==> src/hdl/pki_pkg.sv <==
// pki_pkg: shared types, codes and constants of the pack index parser
// no dependencies; used by pki_parse, pki_outq and pack_index_parser_unit
`default_nettype none

package pki_pkg;

  typedef enum logic [3:0] {
    PH_MAGIC   = 4'd0,
    PH_VERSION = 4'd1,
    PH_FLAGS   = 4'd2,
    PH_KEYLEN  = 4'd3,
    PH_KEY     = 4'd4,
    PH_COUNT   = 4'd5,
    PH_PATHLEN = 4'd6,
    PH_PATH    = 4'd7,
    PH_OFFSET  = 4'd8,
    PH_SIZE    = 4'd9,
    PH_TAIL    = 4'd10
  } phase_t;

  typedef enum logic [1:0] {
    KIND_ENTRY = 2'd0,
    KIND_DONE  = 2'd1,
    KIND_FAIL  = 2'd2
  } kind_t;

  typedef enum logic [2:0] {
    ERR_NONE      = 3'd0,
    ERR_MAGIC     = 3'd1,
    ERR_VERSION   = 3'd2,
    ERR_KEY       = 3'd3,
    ERR_HEAD      = 3'd4,
    ERR_PATH      = 3'd5,
    ERR_DATA      = 3'd6,
    ERR_TRUNCATED = 3'd7
  } err_t;

  localparam int unsigned LenWidth = 48;

  localparam logic [31:0] HashBasis = 32'd2166136261;
  localparam logic [31:0] HashPrime = 32'd16777619;
  localparam logic [7:0]  PathSep   = 8'h2F;
  localparam logic [LenWidth-1:0] MinFile = LenWidth'(24);
  localparam logic [31:0] VersionOne = 32'd1;

  // magic byte n sits in bits [8n+7:8n]
  localparam logic [63:0] MagicWord = 64'h4B50_5443_4159_4152;

  typedef struct packed {
    kind_t       kind;
    logic [31:0] entry_number;
    logic [31:0] path_length;
    logic [63:0] data_offset;
    logic [63:0] data_size;
    logic [31:0] keystream_word;
    logic        is_obfuscated;
    err_t        fail_code;
    logic        last_result;
  } result_t;

  function automatic result_t mk_result(kind_t kind, logic [31:0] entry,
                                        logic [31:0] plen, logic [63:0] off,
                                        logic [63:0] size, logic [31:0] ks,
                                        logic obf, err_t err);
    result_t r;
    r.kind           = kind;
    r.entry_number   = entry;
    r.path_length    = plen;
    r.data_offset    = off;
    r.data_size      = size;
    r.keystream_word = ks;
    r.is_obfuscated  = obf;
    r.fail_code      = err;
    r.last_result    = 1'b0;
    return r;
  endfunction

endpackage

`default_nettype wire

==> src/hdl/pki_parse.sv <==
// pki_parse: byte-at-a-time header and entry table parser, up to two results per item
// depends on pki_pkg
`default_nettype none

module pki_parse #(
  parameter int unsigned POSITION_WIDTH = 48
) (
  input  wire logic                           clk,
  input  wire logic                           rst_n,
  input  wire logic                           in_fire,
  input  wire logic [7:0]                     in_byte,
  input  wire logic                           in_last,
  input  wire logic [pki_pkg::LenWidth-1:0]   pack_length,
  output logic                                res0_valid,
  output pki_pkg::result_t                    res0,
  output logic                                res1_valid,
  output pki_pkg::result_t                    res1
);

  localparam int unsigned PW = POSITION_WIDTH;
  localparam int unsigned SW = ((PW > pki_pkg::LenWidth) ? PW : pki_pkg::LenWidth) + 2;

  pki_pkg::phase_t phase_r, phase_nxt;
  logic [2:0]      cnt_r, cnt_nxt;
  logic [63:0]     acc_r, acc_nxt;
  logic [PW-1:0]   pos_r, pos_nxt;
  logic [31:0]     brem_r, brem_nxt;
  logic [31:0]     erem_r, erem_nxt;
  logic [31:0]     ectr_r, ectr_nxt;
  logic [31:0]     plen_r, plen_nxt;
  logic [63:0]     off_r, off_nxt;
  logic [31:0]     run_r, run_nxt;
  logic [31:0]     pfx_r, pfx_nxt;
  logic            obf_r, obf_nxt;

  logic [PW-1:0]   after;
  logic [63:0]     v;
  logic [31:0]     v32;
  logic            field_done;
  logic [7:0]      hash_in;
  logic [31:0]     hash_out;
  logic [33:0]     add;
  logic [SW-1:0]   reach;
  logic            beyond;
  logic [64:0]     data_end;
  logic            data_bad;

  logic            do_begin, begin_in_b;
  logic [31:0]     be_entries;
  logic            ev_a, ev_b, ev_c;
  pki_pkg::kind_t  a_kind, b_kind;
  pki_pkg::err_t   a_err, b_err;
  logic [31:0]     ectr_pre;
  logic            obf_pre;
  pki_pkg::result_t ra, rb, rc;

  assign after      = pos_r + PW'(1);
  assign v          = acc_r | ({56'd0, in_byte} << {cnt_r, 3'b000});
  assign v32        = v[31:0];
  assign field_done = ((phase_r == pki_pkg::PH_OFFSET) || (phase_r == pki_pkg::PH_SIZE))
                      ? (cnt_r == 3'd7) : (cnt_r == 3'd3);

  assign hash_in  = (phase_r == pki_pkg::PH_COUNT) ? pki_pkg::PathSep : in_byte;
  assign hash_out = (run_r ^ {24'd0, hash_in}) * pki_pkg::HashPrime;

  always_comb begin
    unique case (phase_r)
      pki_pkg::PH_KEYLEN:  add = {2'b00, v32} + 34'd4;
      pki_pkg::PH_PATHLEN: add = {2'b00, v32} + 34'd16;
      default:             add = 34'd4;
    endcase
  end

  assign reach    = SW'(after) + SW'(add);
  assign beyond   = reach > SW'(pack_length);
  assign data_end = {1'b0, off_r} + {1'b0, v};
  assign data_bad = data_end > 65'(pack_length);

  always_comb begin
    phase_nxt = phase_r;
    cnt_nxt   = cnt_r;
    acc_nxt   = acc_r;
    pos_nxt   = pos_r;
    brem_nxt  = brem_r;
    erem_nxt  = erem_r;
    ectr_nxt  = ectr_r;
    plen_nxt  = plen_r;
    off_nxt   = off_r;
    run_nxt   = run_r;
    pfx_nxt   = pfx_r;
    obf_nxt   = obf_r;
    ev_a       = 1'b0;
    ev_b       = 1'b0;
    ev_c       = 1'b0;
    a_kind     = pki_pkg::KIND_FAIL;
    b_kind     = pki_pkg::KIND_FAIL;
    a_err      = pki_pkg::ERR_NONE;
    b_err      = pki_pkg::ERR_NONE;
    do_begin   = 1'b0;
    begin_in_b = 1'b0;
    be_entries = erem_r;
    ectr_pre   = ectr_r;
    obf_pre    = obf_r;

    if (in_fire) begin
      pos_nxt = after;
      if (phase_r == pki_pkg::PH_COUNT) begin
        pfx_nxt = hash_out;
      end
      unique case (phase_r)
        pki_pkg::PH_MAGIC: begin
          if (pack_length < pki_pkg::MinFile ||
              in_byte != pki_pkg::MagicWord[{cnt_r, 3'b000} +: 8]) begin
            ev_a      = 1'b1;
            a_err     = pki_pkg::ERR_MAGIC;
            phase_nxt = pki_pkg::PH_TAIL;
          end else if (cnt_r == 3'd7) begin
            cnt_nxt   = 3'd0;
            phase_nxt = pki_pkg::PH_VERSION;
          end else begin
            cnt_nxt = cnt_r + 3'd1;
          end
        end
        pki_pkg::PH_KEY: begin
          run_nxt  = hash_out;
          brem_nxt = brem_r - 32'd1;
          if (brem_r == 32'd1) begin
            phase_nxt = pki_pkg::PH_COUNT;
          end
        end
        pki_pkg::PH_PATH: begin
          run_nxt  = hash_out;
          brem_nxt = brem_r - 32'd1;
          if (brem_r == 32'd1) begin
            phase_nxt = pki_pkg::PH_OFFSET;
          end
        end
        pki_pkg::PH_TAIL: begin
        end
        default: begin
          if (!field_done) begin
            acc_nxt = v;
            cnt_nxt = cnt_r + 3'd1;
          end else begin
            acc_nxt = 64'd0;
            cnt_nxt = 3'd0;
            unique case (phase_r)
              pki_pkg::PH_VERSION: begin
                if (v32 != pki_pkg::VersionOne) begin
                  ev_a      = 1'b1;
                  a_err     = pki_pkg::ERR_VERSION;
                  phase_nxt = pki_pkg::PH_TAIL;
                end else begin
                  phase_nxt = pki_pkg::PH_FLAGS;
                end
              end
              pki_pkg::PH_FLAGS: begin
                obf_nxt   = v32[0];
                phase_nxt = pki_pkg::PH_KEYLEN;
              end
              pki_pkg::PH_KEYLEN: begin
                if (beyond) begin
                  ev_a      = 1'b1;
                  a_err     = pki_pkg::ERR_KEY;
                  phase_nxt = pki_pkg::PH_TAIL;
                end else if (v32 == 32'd0) begin
                  phase_nxt = pki_pkg::PH_COUNT;
                end else begin
                  brem_nxt  = v32;
                  phase_nxt = pki_pkg::PH_KEY;
                end
              end
              pki_pkg::PH_COUNT: begin
                erem_nxt   = v32;
                ectr_nxt   = 32'd0;
                do_begin   = 1'b1;
                be_entries = v32;
              end
              pki_pkg::PH_PATHLEN: begin
                if (beyond) begin
                  ev_a      = 1'b1;
                  a_err     = pki_pkg::ERR_PATH;
                  phase_nxt = pki_pkg::PH_TAIL;
                end else begin
                  plen_nxt  = v32;
                  brem_nxt  = v32;
                  phase_nxt = (v32 == 32'd0) ? pki_pkg::PH_OFFSET : pki_pkg::PH_PATH;
                end
              end
              pki_pkg::PH_OFFSET: begin
                off_nxt   = v;
                phase_nxt = pki_pkg::PH_SIZE;
              end
              default: begin
                ev_a = 1'b1;
                if (data_bad) begin
                  a_err     = pki_pkg::ERR_DATA;
                  phase_nxt = pki_pkg::PH_TAIL;
                end else begin
                  a_kind     = pki_pkg::KIND_ENTRY;
                  ectr_nxt   = ectr_r + 32'd1;
                  erem_nxt   = erem_r - 32'd1;
                  do_begin   = 1'b1;
                  begin_in_b = 1'b1;
                  be_entries = erem_r - 32'd1;
                end
              end
            endcase
          end
        end
      endcase

      if (do_begin) begin
        if (be_entries == 32'd0) begin
          phase_nxt = pki_pkg::PH_TAIL;
          if (begin_in_b) begin
            ev_b   = 1'b1;
            b_kind = pki_pkg::KIND_DONE;
          end else begin
            ev_a   = 1'b1;
            a_kind = pki_pkg::KIND_DONE;
          end
        end else if (beyond) begin
          phase_nxt = pki_pkg::PH_TAIL;
          if (begin_in_b) begin
            ev_b  = 1'b1;
            b_err = pki_pkg::ERR_HEAD;
          end else begin
            ev_a  = 1'b1;
            a_err = pki_pkg::ERR_HEAD;
          end
        end else begin
          run_nxt   = pfx_r;
          phase_nxt = pki_pkg::PH_PATHLEN;
        end
      end

      ectr_pre = ectr_nxt;
      obf_pre  = obf_nxt;

      if (in_last) begin
        ev_c      = (phase_nxt != pki_pkg::PH_TAIL);
        phase_nxt = pki_pkg::PH_MAGIC;
        cnt_nxt   = 3'd0;
        acc_nxt   = 64'd0;
        pos_nxt   = '0;
        brem_nxt  = 32'd0;
        erem_nxt  = 32'd0;
        ectr_nxt  = 32'd0;
        plen_nxt  = 32'd0;
        off_nxt   = 64'd0;
        run_nxt   = pki_pkg::HashBasis;
        pfx_nxt   = pki_pkg::HashBasis;
        obf_nxt   = 1'b0;
      end
    end
  end

  // result slots: primary, follow-up after an entry, truncation
  always_comb begin
    if (a_kind == pki_pkg::KIND_ENTRY) begin
      ra = pki_pkg::mk_result(a_kind, ectr_r, plen_r, off_r, v, run_r, obf_pre, a_err);
    end else begin
      ra = pki_pkg::mk_result(a_kind, ectr_pre, 32'd0, 64'd0, 64'd0, 32'd0, obf_pre, a_err);
    end
    rb = pki_pkg::mk_result(b_kind, ectr_pre, 32'd0, 64'd0, 64'd0, 32'd0, obf_pre, b_err);
    rc = pki_pkg::mk_result(pki_pkg::KIND_FAIL, ectr_pre, 32'd0, 64'd0, 64'd0, 32'd0,
                            obf_pre, pki_pkg::ERR_TRUNCATED);

    res0_valid = ev_a || ev_c;
    res1_valid = ev_a && (ev_b || ev_c);
    res0 = ev_a ? ra : rc;
    res1 = ev_b ? rb : rc;
    res0.last_result = !res1_valid;
    res1.last_result = 1'b1;
  end

  always_ff @(posedge clk) begin
    if (!rst_n) begin
      phase_r <= pki_pkg::PH_MAGIC;
      cnt_r   <= 3'd0;
      acc_r   <= 64'd0;
      pos_r   <= '0;
      brem_r  <= 32'd0;
      erem_r  <= 32'd0;
      ectr_r  <= 32'd0;
      plen_r  <= 32'd0;
      off_r   <= 64'd0;
      run_r   <= pki_pkg::HashBasis;
      pfx_r   <= pki_pkg::HashBasis;
      obf_r   <= 1'b0;
    end else begin
      phase_r <= phase_nxt;
      cnt_r   <= cnt_nxt;
      acc_r   <= acc_nxt;
      pos_r   <= pos_nxt;
      brem_r  <= brem_nxt;
      erem_r  <= erem_nxt;
      ectr_r  <= ectr_nxt;
      plen_r  <= plen_nxt;
      off_r   <= off_nxt;
      run_r   <= run_nxt;
      pfx_r   <= pfx_nxt;
      obf_r   <= obf_nxt;
    end
  end

endmodule

`default_nettype wire

==> src/hdl/pki_outq.sv <==
// pki_outq: four-entry shifting result queue, two writes and one read per cycle
// depends on pki_pkg
`default_nettype none

module pki_outq (
  input  wire logic             clk,
  input  wire logic             rst_n,
  input  wire logic             push0,
  input  wire pki_pkg::result_t res0,
  input  wire logic             push1,
  input  wire pki_pkg::result_t res1,
  input  wire logic             pop_ready,
  output logic                  head_valid,
  output pki_pkg::result_t      head,
  output logic                  room
);

  localparam int unsigned Depth = 4;

  pki_pkg::result_t q_r   [Depth];
  pki_pkg::result_t q_nxt [Depth];
  logic [2:0] cnt_r, cnt_nxt;
  logic [2:0] base;
  logic       pop;

  assign head_valid = (cnt_r != 3'd0);
  assign head       = q_r[0];
  assign room       = (cnt_r <= 3'd2);
  assign pop        = head_valid && pop_ready;
  assign base       = cnt_r - {2'b00, pop};

  always_comb begin
    for (int i = 0; i < Depth; i++) begin
      q_nxt[i] = q_r[i];
    end
    if (pop) begin
      for (int i = 0; i < Depth - 1; i++) begin
        q_nxt[i] = q_r[i + 1];
      end
    end
    for (int i = 0; i < Depth; i++) begin
      if (push0 && base == 3'(i)) begin
        q_nxt[i] = res0;
      end
      if (push1 && base + 3'd1 == 3'(i)) begin
        q_nxt[i] = res1;
      end
    end
    cnt_nxt = base + {2'b00, push0} + {2'b00, push1};
  end

  always_ff @(posedge clk) begin
    for (int i = 0; i < Depth; i++) begin
      q_r[i] <= q_nxt[i];
    end
  end

  always_ff @(posedge clk) begin
    if (!rst_n) begin
      cnt_r <= 3'd0;
    end else begin
      cnt_r <= cnt_nxt;
    end
  end

endmodule

`default_nettype wire

==> src/hdl/pack_index_parser_unit.sv <==
// pack_index_parser_unit: top level of the pack file index parser
// depends on pki_pkg, pki_parse and pki_outq
//
//  channel | dir | handshake            | payload
//  in      | in  | in_tvalid/in_tready  | in_tdata pack_byte, in_tlast last_byte
//  out     | out | out_tvalid/out_tready| out_tdata entry fields, out_tuser kind,
//          |     |                      | out_tlast last_result
//  cfg     | in  | cfg_valid/cfg_ready  | cfg_data pack_length
//
// one byte per cycle while in_tready is high; a byte's results enter the queue at the edge
// that takes it, and out_tvalid is high from the cycle after
// in_tready drops only while the four-entry result queue holds three or more items
// cfg_ready is always high; synchronous active-low reset clears state and pack_length
`default_nettype none

module pack_index_parser_unit #(
  parameter int unsigned POSITION_WIDTH = 48
) (
  input  wire logic         clk,
  input  wire logic         rst_n,
  input  wire logic         in_tvalid,
  output logic              in_tready,
  input  wire logic [7:0]   in_tdata,   // [7:0] pack_byte
  input  wire logic         in_tlast,
  output logic              out_tvalid,
  input  wire logic         out_tready,
  // [31:0] entry_number, [63:32] path_length, [127:64] data_offset,
  // [191:128] data_size, [223:192] keystream_word, [224] is_obfuscated,
  // [227:225] fail_code, [231:228] zero
  output logic [231:0]      out_tdata,
  output logic [1:0]        out_tuser,  // [1:0] result_kind
  output logic              out_tlast,
  input  wire logic         cfg_valid,
  output logic              cfg_ready,
  input  wire logic [47:0]  cfg_data    // [47:0] pack_length
);

  logic [pki_pkg::LenWidth-1:0] pack_length_r;
  logic             in_fire;
  logic             res0_valid, res1_valid;
  pki_pkg::result_t res0, res1, head;
  logic             room;

  assign cfg_ready = 1'b1;
  assign in_tready = room;
  assign in_fire   = in_tvalid && in_tready;

  always_ff @(posedge clk) begin
    if (!rst_n) begin
      pack_length_r <= '0;
    end else if (cfg_valid && cfg_ready) begin
      pack_length_r <= cfg_data;
    end
  end

  pki_parse #(
    .POSITION_WIDTH(POSITION_WIDTH)
  ) u_parse (
    .clk        (clk),
    .rst_n      (rst_n),
    .in_fire    (in_fire),
    .in_byte    (in_tdata),
    .in_last    (in_tlast),
    .pack_length(pack_length_r),
    .res0_valid (res0_valid),
    .res0       (res0),
    .res1_valid (res1_valid),
    .res1       (res1)
  );

  pki_outq u_outq (
    .clk       (clk),
    .rst_n     (rst_n),
    .push0     (res0_valid),
    .res0      (res0),
    .push1     (res1_valid),
    .res1      (res1),
    .pop_ready (out_tready),
    .head_valid(out_tvalid),
    .head      (head),
    .room      (room)
  );

  assign out_tdata = {4'b0000, head.fail_code, head.is_obfuscated, head.keystream_word,
                      head.data_size, head.data_offset, head.path_length, head.entry_number};
  assign out_tuser = head.kind;
  assign out_tlast = head.last_result;

endmodule

`default_nettype wire

==> config.mk <==
export PLATFORM = sky130hd
export DESIGN_NAME = pack_index_parser_unit
export DESIGN_NICKNAME = d
export VERILOG_FILES = /design/src/hdl/pki_pkg.sv /design/src/hdl/pki_parse.sv /design/src/hdl/pki_outq.sv /design/src/hdl/pack_index_parser_unit.sv
export SDC_FILE = /design/constraint.sdc
export NUM_CORES = 2
export LEC_CHECK = 0
export ABC_AREA = 1
export BUFFER_PORTS_ARGS = -buffer_cell sky130_fd_sc_hd__buf_2
export CORE_ASPECT_RATIO = 0.75
export CORE_MARGIN = 2
export CORE_UTILIZATION = 55
export DETAILED_ROUTE_END_ITERATION = 8
export PLACE_DENSITY = 0.72
export SLEW_MARGIN = 10
export SYNTH_ARGS = -nofsm -noshare
export SYNTH_HDL_FRONTEND = slang
export SYNTH_SLANG_ARGS = --single-unit
==> constraint.sdc <==
create_clock -name clk -period 9.7 [get_ports clk]
set_input_delay 0.485 -clock clk [delete_from_list [all_inputs] [get_ports clk]]
set_output_delay 0.485 -clock clk [all_outputs]
set_load 0.01 [all_outputs]
==> metrics.txt <==
Root Driver clkbuf_16; Worst slew margin 22.7%; global-route wire length before repair 508,000 microns; Synth top area share 27.6%; CP arrival 10,170 ps; Fill cells 14,700; CP max-delay cell xnor2_1; Hold Worst Slack 38.0 ps; clock sinks 1,351; core area 157,000 sq um; post-route minimum period 9480 ps; CTS tree built; worst vdd ir 0.000513 V; f_max 105 MHz; drt via density 5.70; vias in the first global route 83,800; crit path max fanout 36; top cells by area, synth dfxtp_1, nand2_1, nor2_1; drt wl/cell 21.0 microns; Post-Syn Instances 13,800; outcome finished, violations left; Worst Tran Pin Value 1150 ps; iteration-0 DRC count of the detailed router 11,800; fin. max-slew vios 0; Hold WC Path Type input port to register; layout net count 14,400; LEAKAGE 0.0440 uW; H-tree Lvls 4; Final Hold Fails 0; Max Cap Viol 0; Finished Layout Cells 16,100; ys async rst share 0%; vias post-DR 91,900; period utilization 97.8%; Synth Flop Type dfxtp_1; Die Area 161,000 sq um; skew final 58.8 ps; EDFF count, synth 152; setup violators final 0; die span in y 348 microns; all-layer global routing usage 40.5%; Placer Congestion 1.07; Final ANT Viol Nets 0; Crit path top cell by count nand2_1; drt drc 1; post-synthesis sequential area ratio 32.9%; layout cells sized above 1 7.21%; clk_lat worst skew 830 ps; synthesized area 86,900 sq um; pre-CTS setup slack 301 ps; io pins 300; total length of routed wires 338,000 microns; Avg Cell Area, Syn 6.29 sq um; largest area contributor in the netlist dfxtp_1; grt ovf 0; largest net degree at the start of global routing 209; #FFs+latches synth 1,351; die width 463 microns; required time worst endpoint 10,380 ps; initial core utilization 55.3%; Largest stage delay, worst path 620 ps; drt pass-1 iters 9; area grow syn2layout 11.3%; Detailed Place HPWL 249,000 microns; port bufs 294; PD cells 250 nW/um^2; Startpoint Class register; post-synth cell types 62; CTS buffer count 142; Worst Setup End Kind register; Cell Rows 126; CTS max path bufs 3; setup ws final 217 ps; clock transition at the registers of the reported paths 60 ps; Total Power 24,200 uW; placed insts 15,800; failing checks design-rule violations; final core occ 61.6%; YS warnings 0; WS Path Type register to register; initial antenna violation count 27
-- power by group --
part / internal [uW] / switching, uW
clock: 3100 / 2510
combinational: 3490 / 8320
sequential: 6420 / 346
total: 13000 / 11200
-- worst max-delay path, delay by kind of cell, from the launching register on --
family                     cells  cell delay, ps
AOI/OAI and AO/OA              3             370
adders and majority gates      2             620
buffers and inverters          9            2450
and+or+nand+nor               28            4880
xor gates and xnor gates       1             620
DFF                            1             370
-- registers in the layout (all words and copies together), names as in the netlist --
register and cells:
u_parse.ectr_r 32, u_parse.acc_r 64, u_parse.obf_r 1, u_parse.pos_r 48, u_parse.off_r 64, u_parse.run_r 32
u_parse.pfx_r 32, u_outq.cnt_r 3, u_parse.erem_r 32, pack_length_r 48, u_parse.plen_r 32, u_parse.brem_r 32
u_parse.cnt_r 3, u_parse.phase_r 4, u_outq.q_r 924
-- what timing repair did --
action,in CTS,in global routing
buffers inserted,0,7
setup endpoints to repair,0,1097
gates resized for setup,0,41
hold buffers,47,0
hold endpoints to repair,46,0
-- area by class of cell --
type / count / area [sq um] / area share [%]
multi-input combinational: 9869 / 48400 / 50.1
sequential: 1351 / 28600 / 29.6
inverter: 1835 / 6950 / 7.19
timing repair buffer: 696 / 5420 / 5.61
clock buffer: 202 / 4090 / 4.23
tap: 2112 / 2640 / 2.73
clock inverter: 48 / 582 / 0.602
antenna: 7 / 17.5 / 0.0181
-- cells by family after synthesis --
logic type               count (synthesis)  synth area share [%]
adder cells (fa/ha/maj)                476                  7.52
AND/OR/NAND/NOR                       7197                  33.3
buffers and inverters                 2588                  11.8
multiplexers                             1                0.0115
XOR/XNOR                               240                  2.42
flip-flops                            1351                  32.9
AO/OA/AOI/OAI                         1950                  12.1
other                                    2               0.00865
-- cell usage in the layout, fill, tap and decap left out, types with 77 or more instances in the layout --
master and n:
buf_2 293, fa_1 77, inv_1 1786, nor2_1 2192, buf_4 290, nand2_1 3863, o21ai_0 594, dfxtp_1 1199
nand4_1 100, xor2_1 179, nand3_1 709, a21oi_1 1015, nor3_1 113, ha_1 399, clkbuf_16 147, edfxtp_1 152
-- stage by stage --
| stage | setup TNS (ps) | area [sq um] |
|---|---|---|
| floorplan | 0 | 86900 |
| global placement | 0 | 91200 |
| detailed placement | 0 | 91200 |
| CTS | 0 | 96400 |
| global route | -29.3 | 96600 |
| finish | 0 | 96700 |
-- cell usage after synthesis (52+ instances only) --
cell,number
dfxtp_1,1199
a21oi_1,1017
nor3_1,126
buf_1,55
nor4_1,53
nand3_1,713
o21ai_0,595
xnor2_1,61
ha_1,399
edfxtp_1,152
nand4_1,100
o21ai_1,52
o211ai_1,59
fa_1,77
a211oi_1,74
nor2_1,2206
xor2_1,179
clkbuf_1,416
inv_1,1789
buf_2,223
nand2_1,3872
-- worst paths after layout --
check	start	endpoint	slack (ps)	cells past startpoint
worst max-delay path	u_parse.cnt_r[2]$_SDFFE_PN0P_	u_outq.q_r[2][89]$_SDFFE_PP0P_	220	43
worst min-delay path	cfg_data[1]	pack_length_r[1]$_SDFFE_PN0P_	40	3
worst max register to register	u_parse.cnt_r[2]$_SDFFE_PN0P_	u_outq.q_r[2][89]$_SDFFE_PP0P_	220	43
worst min register to register	u_parse.acc_r[45]$_SDFFE_PN0P_	u_parse.acc_r[45]$_SDFFE_PN0P_	460	2
-- metal layers --
layer | vias up | GRT usage (%) | share of wire (%)
met1 | 42600 | 56.1 | 42
met2 | 5038 | 59.5 | 41
met4 | 20 | 16.5 | 4.5
li1 | 43400 | - | -
met3 | 817 | 10.8 | 13
met5 | - | 0 | 0.056
(Power assumes the default switching activity.)
